`src/rtl/core/msk_pkg.sv`:
```
// Shared constants, codes and control types for the keyed multi-stack block.
package msk_pkg;

  localparam int unsigned STACKS  = 8;
  localparam int unsigned DEPTH   = 16;
  localparam int unsigned STK_W   = 3;
  localparam int unsigned POS_W   = 4;
  localparam int unsigned FILL_W  = 5;
  localparam int unsigned ADDR_W  = STK_W + POS_W;
  localparam int unsigned SLOTS   = STACKS * DEPTH;
  localparam int unsigned KEY_W   = 48;
  localparam int unsigned NSTK_W  = 4;

  typedef enum logic [2:0] {
    ST_PUSHED   = 3'd0,
    ST_INVALID  = 3'd1,
    ST_FULL     = 3'd2,
    ST_REMOVED  = 3'd3,
    ST_NOTFOUND = 3'd4
  } status_e;

  typedef enum logic {
    OP_PUSH   = 1'b0,
    OP_REMOVE = 1'b1
  } opcode_e;

  typedef enum logic {
    REG_STACKS_IN_USE  = 1'b0,
    REG_STACK_CAPACITY = 1'b1
  } reg_idx_e;

  typedef enum logic [2:0] {
    S_IDLE,
    S_EXEC,
    S_STACK,
    S_READ,
    S_CMP,
    S_SHIFT_RD,
    S_SHIFT_WR,
    S_EMIT
  } state_e;

  typedef struct packed {
    logic load;
    logic push;
    logic scan_init;
    logic next_stack;
    logic load_pos;
    logic rd_slot;
    logic dec_pos;
    logic rd_shift;
    logic wr_shift;
    logic remove_commit;
    logic not_found;
    logic emit;
  } cmd_t;

  typedef struct packed {
    logic is_remove;
    logic stack_done;
    logic stack_empty;
    logic match;
    logic pos_zero;
    logic shift_more;
    logic out_free;
  } sts_t;

endpackage

```
`src/rtl/core/msk_ctrl.sv`:
```
// Sequencer for push, search and shift-down steps of the keyed stacks.
module msk_ctrl (
  input  logic          clk_i,
  input  logic          rst_ni,
  input  logic          req_valid_i,
  input  msk_pkg::sts_t sts_i,
  output logic          req_ready_o,
  output msk_pkg::cmd_t cmd_o
);

  msk_pkg::state_e state_q, state_d;

  always_ff @(posedge clk_i or negedge rst_ni) begin
    if (!rst_ni) begin
      state_q <= msk_pkg::S_IDLE;
    end else begin
      state_q <= state_d;
    end
  end

  // Next state
  always_comb begin
    state_d = state_q;
    case (state_q)
      msk_pkg::S_IDLE: begin
        if (req_valid_i) state_d = msk_pkg::S_EXEC;
      end
      msk_pkg::S_EXEC: begin
        state_d = sts_i.is_remove ? msk_pkg::S_STACK : msk_pkg::S_EMIT;
      end
      msk_pkg::S_STACK: begin
        if (sts_i.stack_done) begin
          state_d = msk_pkg::S_EMIT;
        end else if (!sts_i.stack_empty) begin
          state_d = msk_pkg::S_READ;
        end
      end
      msk_pkg::S_READ: begin
        state_d = msk_pkg::S_CMP;
      end
      msk_pkg::S_CMP: begin
        if (sts_i.match) begin
          state_d = msk_pkg::S_SHIFT_RD;
        end else if (sts_i.pos_zero) begin
          state_d = msk_pkg::S_STACK;
        end else begin
          state_d = msk_pkg::S_READ;
        end
      end
      msk_pkg::S_SHIFT_RD: begin
        state_d = sts_i.shift_more ? msk_pkg::S_SHIFT_WR : msk_pkg::S_EMIT;
      end
      msk_pkg::S_SHIFT_WR: begin
        state_d = msk_pkg::S_SHIFT_RD;
      end
      msk_pkg::S_EMIT: begin
        if (sts_i.out_free) state_d = msk_pkg::S_IDLE;
      end
      default: state_d = msk_pkg::S_IDLE;
    endcase
  end

  // Outputs
  always_comb begin
    cmd_o       = '0;
    req_ready_o = 1'b0;
    case (state_q)
      msk_pkg::S_IDLE: begin
        req_ready_o = 1'b1;
        cmd_o.load  = req_valid_i;
      end
      msk_pkg::S_EXEC: begin
        cmd_o.push      = !sts_i.is_remove;
        cmd_o.scan_init = sts_i.is_remove;
      end
      msk_pkg::S_STACK: begin
        cmd_o.not_found  = sts_i.stack_done;
        cmd_o.next_stack = !sts_i.stack_done && sts_i.stack_empty;
        cmd_o.load_pos   = !sts_i.stack_done && !sts_i.stack_empty;
      end
      msk_pkg::S_READ: begin
        cmd_o.rd_slot = 1'b1;
      end
      msk_pkg::S_CMP: begin
        cmd_o.next_stack = !sts_i.match && sts_i.pos_zero;
        cmd_o.dec_pos    = !sts_i.match && !sts_i.pos_zero;
      end
      msk_pkg::S_SHIFT_RD: begin
        cmd_o.rd_shift      = sts_i.shift_more;
        cmd_o.remove_commit = !sts_i.shift_more;
      end
      msk_pkg::S_SHIFT_WR: begin
        cmd_o.wr_shift = 1'b1;
      end
      msk_pkg::S_EMIT: begin
        cmd_o.emit = sts_i.out_free;
      end
      default: begin
        cmd_o = '0;
      end
    endcase
  end

endmodule

```
`config.mk`:
```
export PLATFORM = sky130hd
export DESIGN_NAME = msk_ctrl
export DESIGN_NICKNAME = d
export VERILOG_FILES = /design/src/rtl/core/msk_pkg.sv /design/src/rtl/core/msk_ctrl.sv
export SDC_FILE = /design/constraint.sdc
export NUM_CORES = 1
export LEC_CHECK = 0
export BUFFER_PORTS_ARGS = -buffer_cell sky130_fd_sc_hd__buf_2
export CAP_MARGIN = 0
export CORE_AREA = 2 2 39 41
export DETAILED_ROUTE_END_ITERATION = 6
export DIE_AREA = 0 0 41 43
export PLACE_DENSITY = 0.56
export SKIP_LAST_GASP = 1
export SYNTH_ARGS = -nofsm -noshare
export SYNTH_HDL_FRONTEND = slang
export SYNTH_SLANG_ARGS = --single-unit
```
`constraint.sdc`:
```
create_clock -name clk_i -period 2 [get_ports clk_i]
set_input_delay 0.1 -clock clk_i [delete_from_list [all_inputs] [get_ports clk_i]]
set_output_delay 0.1 -clock clk_i [all_outputs]
set_load 0.02 [all_outputs]
```
==> metrics.cfg <==
[status]
run_status=finished clean

[clocking]
cts-root-to-sink-buffers=2
worst_setup_hold_path_clk_slew_ps=40
cts.sinks=3
cts_tree=built
post_cts.repair.setup_buffers=0
cell_at_the_root_of_the_clock_tree=sky130_fd_sc_hd__clkbuf_4
cts_htree_levels=1
post_cts_hold_buffer_count=1
cts_inserted_buffers=3
clock_insertion_delay_worst_skew_ps=230
post_cts_resized=0

[synth]
synth_nets=59
number_of_enable_type_register_cells_in_the_synthesized_netlist=0
synth.avg_cell_area_sq_um=7.74
synthesis.instances=49
ys_warn_count=0
netlist-cell-type-count=29
synth-async-reset-ratio=1.00
synth-seq-area-share=0.198
ys.flop_type=sky130_fd_sc_hd__dfrtp_1
synth.ff_latch_count=3
syn_area_sq_um=379

[place]
dp.cells=82
place_congestion=0.750
port_buffers=22
place_hpwl_um=674

[routing]
drt_first_pass_iters=4
avgViaCountPerCell=4.94
drt-initial-drc-count=15
dr_total_vias=430
wl_per_cell_um=10.2
route.antenna.remaining_nets=0
post-route-drc-count=0
route.final.wire_length_um=889

[flow_run]
max-cap-violations=0

[finish]
area_growth_syn_to_layout_pct=34.0
final-instance-count-excl-fill=87
num-nets-final=82
antenna-diode-count=0
layout-drive-gt1-share=0.408
largest_reg_flops=3
regMostFlops=state_q
largest_registers=state_q: 3 flops

[timing]
final-setup-viol-count=0
max_slew_margin=0.635
skew_ps=2.96
maximum_clock_frequency_ghz=0.614
final_hold_viol_count=0
layout_worst_path_cycle_share=0.814
layout_min_cycle_time_ps=1630
timing_worst_slew_pin_value_ps=548
totalNegativeSetupSlack_ps=0
setup_repair_after_global_routing_missed_its_margin=false
number_of_max_slew_violations_in_the_final_report=0

[setup_path]
timing.rr.start=state_q[2]
path_max_fanout=17
worst_setup_ep_type=output pin
cp.required_ps=1900
critical_path_class=reg -> out
startpoint_type=flop
worst-r2r-cell-count=4
startpoint=state_q[2]
timing.critical_path.slowest_stage_cell=sky130_fd_sc_hd__dfrtp_1
worstPathBufferInverterCount=1
cp.depth=3
cpPeakStageDelay_ps=640
cp_cell_sequence=and2b_1 -> nor4b_2 -> buf_2
cp.arrival_ps=1530
cp_top_family=flip-flops

[power]
leakagePower_uw=0.000261
finalPower_uw=706
power_per_cell_area_nw_per_um2=1390
peakVddDrop_v=0.000494

[global_routing]
grt.overflow.total=0
total_routing_usage_reported_by_global_routing=0.111
grt_pass1_wl_um=1330
vias_in_the_first_global_route=316
antenna_found_initial=0
grt_max_degree=21

[floorplanning]
pin_count=23
core-area_sq_um=1380
die_area_sq_um=1760
number_of_rows_created_at_floorplan=14
initial_core_util=0.274
floorplan.die.width_um=41
die_y_um=43

[worst_hold_path]
hold_path.class=in -> async

==> cell families after synthesis <==
family	after synthesis	synth area share
buffers and inverters	7	0.119
AO/OA/AOI/OAI	12	0.211
multiplexers	1	0.0264
flip-flops	3	0.198
AND/OR/NAND/NOR	26	0.446
==> layout by cell type, fill, tap and decap left out, drive strengths merged, types with 2 or more instances in the layout <==
master | netlist | final
a22oi | 2 | 2
clkbuf | 0 | 4
nand2 | 4 | 4
nor4b | 2 | 2
and2b | 2 | 2
inv | 2 | 2
nor2 | 6 | 6
nor3 | 3 | 3
dfrtp | 3 | 3
a21oi | 3 | 3
o21ai | 3 | 3
buf | 5 | 22
==> synthesized netlist by cell type (2+ instances only) <==
library cell              count  area, sq um
sky130_fd_sc_hd__buf_6        2         22.5
sky130_fd_sc_hd__buf_2        3         15.0
sky130_fd_sc_hd__o21ai_0      2         10.0
sky130_fd_sc_hd__a21oi_1      3         15.0
sky130_fd_sc_hd__inv_1        2         7.51
sky130_fd_sc_hd__nor2_1       6         22.5
sky130_fd_sc_hd__nand2_1      4         15.0
sky130_fd_sc_hd__dfrtp_1      3         75.1
sky130_fd_sc_hd__and2b_1      2         15.0
sky130_fd_sc_hd__nor3_1       2         10.0
sky130_fd_sc_hd__a22oi_1      2         15.0
==> routing by layer <==
metal	wire, um	up-vias	GRT usage
met2	366	17	0.128
met5	0	-	0
met1	434	192	0.174
met4	0	0	0.0600
li1	-	221	-
met3	88	0	0.0314
==> where the power goes <==
part / switching, uW / internal, uW / total (uW)
Clock: 28.9 / 74.6 / 104
Combinational: 194 / 172 / 366
Sequential: 144 / 92.2 / 236
Total: 367 / 339 / 706
==> path summary, 6_finish.rpt <==
kind	to	slack [ps]
setup / recovery	cmd_o[5]	370
hold / removal	state_q[2]	190
setup reg to reg	state_q[0]	610
hold reg to reg	state_q[0]	810
max in group asynchronous	state_q[1]	1700
min in group clk_i	state_q[2]	270
==> cell type report <==
class / instances / area [sq um]
Fill cell: 169 / 876
Multi-Input combinational cell: 39 / 259
Timing Repair Buffer: 23 / 120
Sequential cell: 3 / 75.1
Clock buffer: 4 / 26.3
Tap cell: 16 / 20.0
Inverter: 2 / 7.51
==> per-stage QoR <==
stage	setup WS [ps]	utilization	hold WS [ps]	cell area [sq um]
3_5_place_dp	636	0.341	-102	472
4_1_cts	375	0.367	190	508
2_1_floorplan	453	-	-196	379
5_1_grt	215	0.367	211	508
6_report	372	0.367	194	508
3_3_place_gp	603	0.341	-104	472
(Power assumes the default switching activity.)
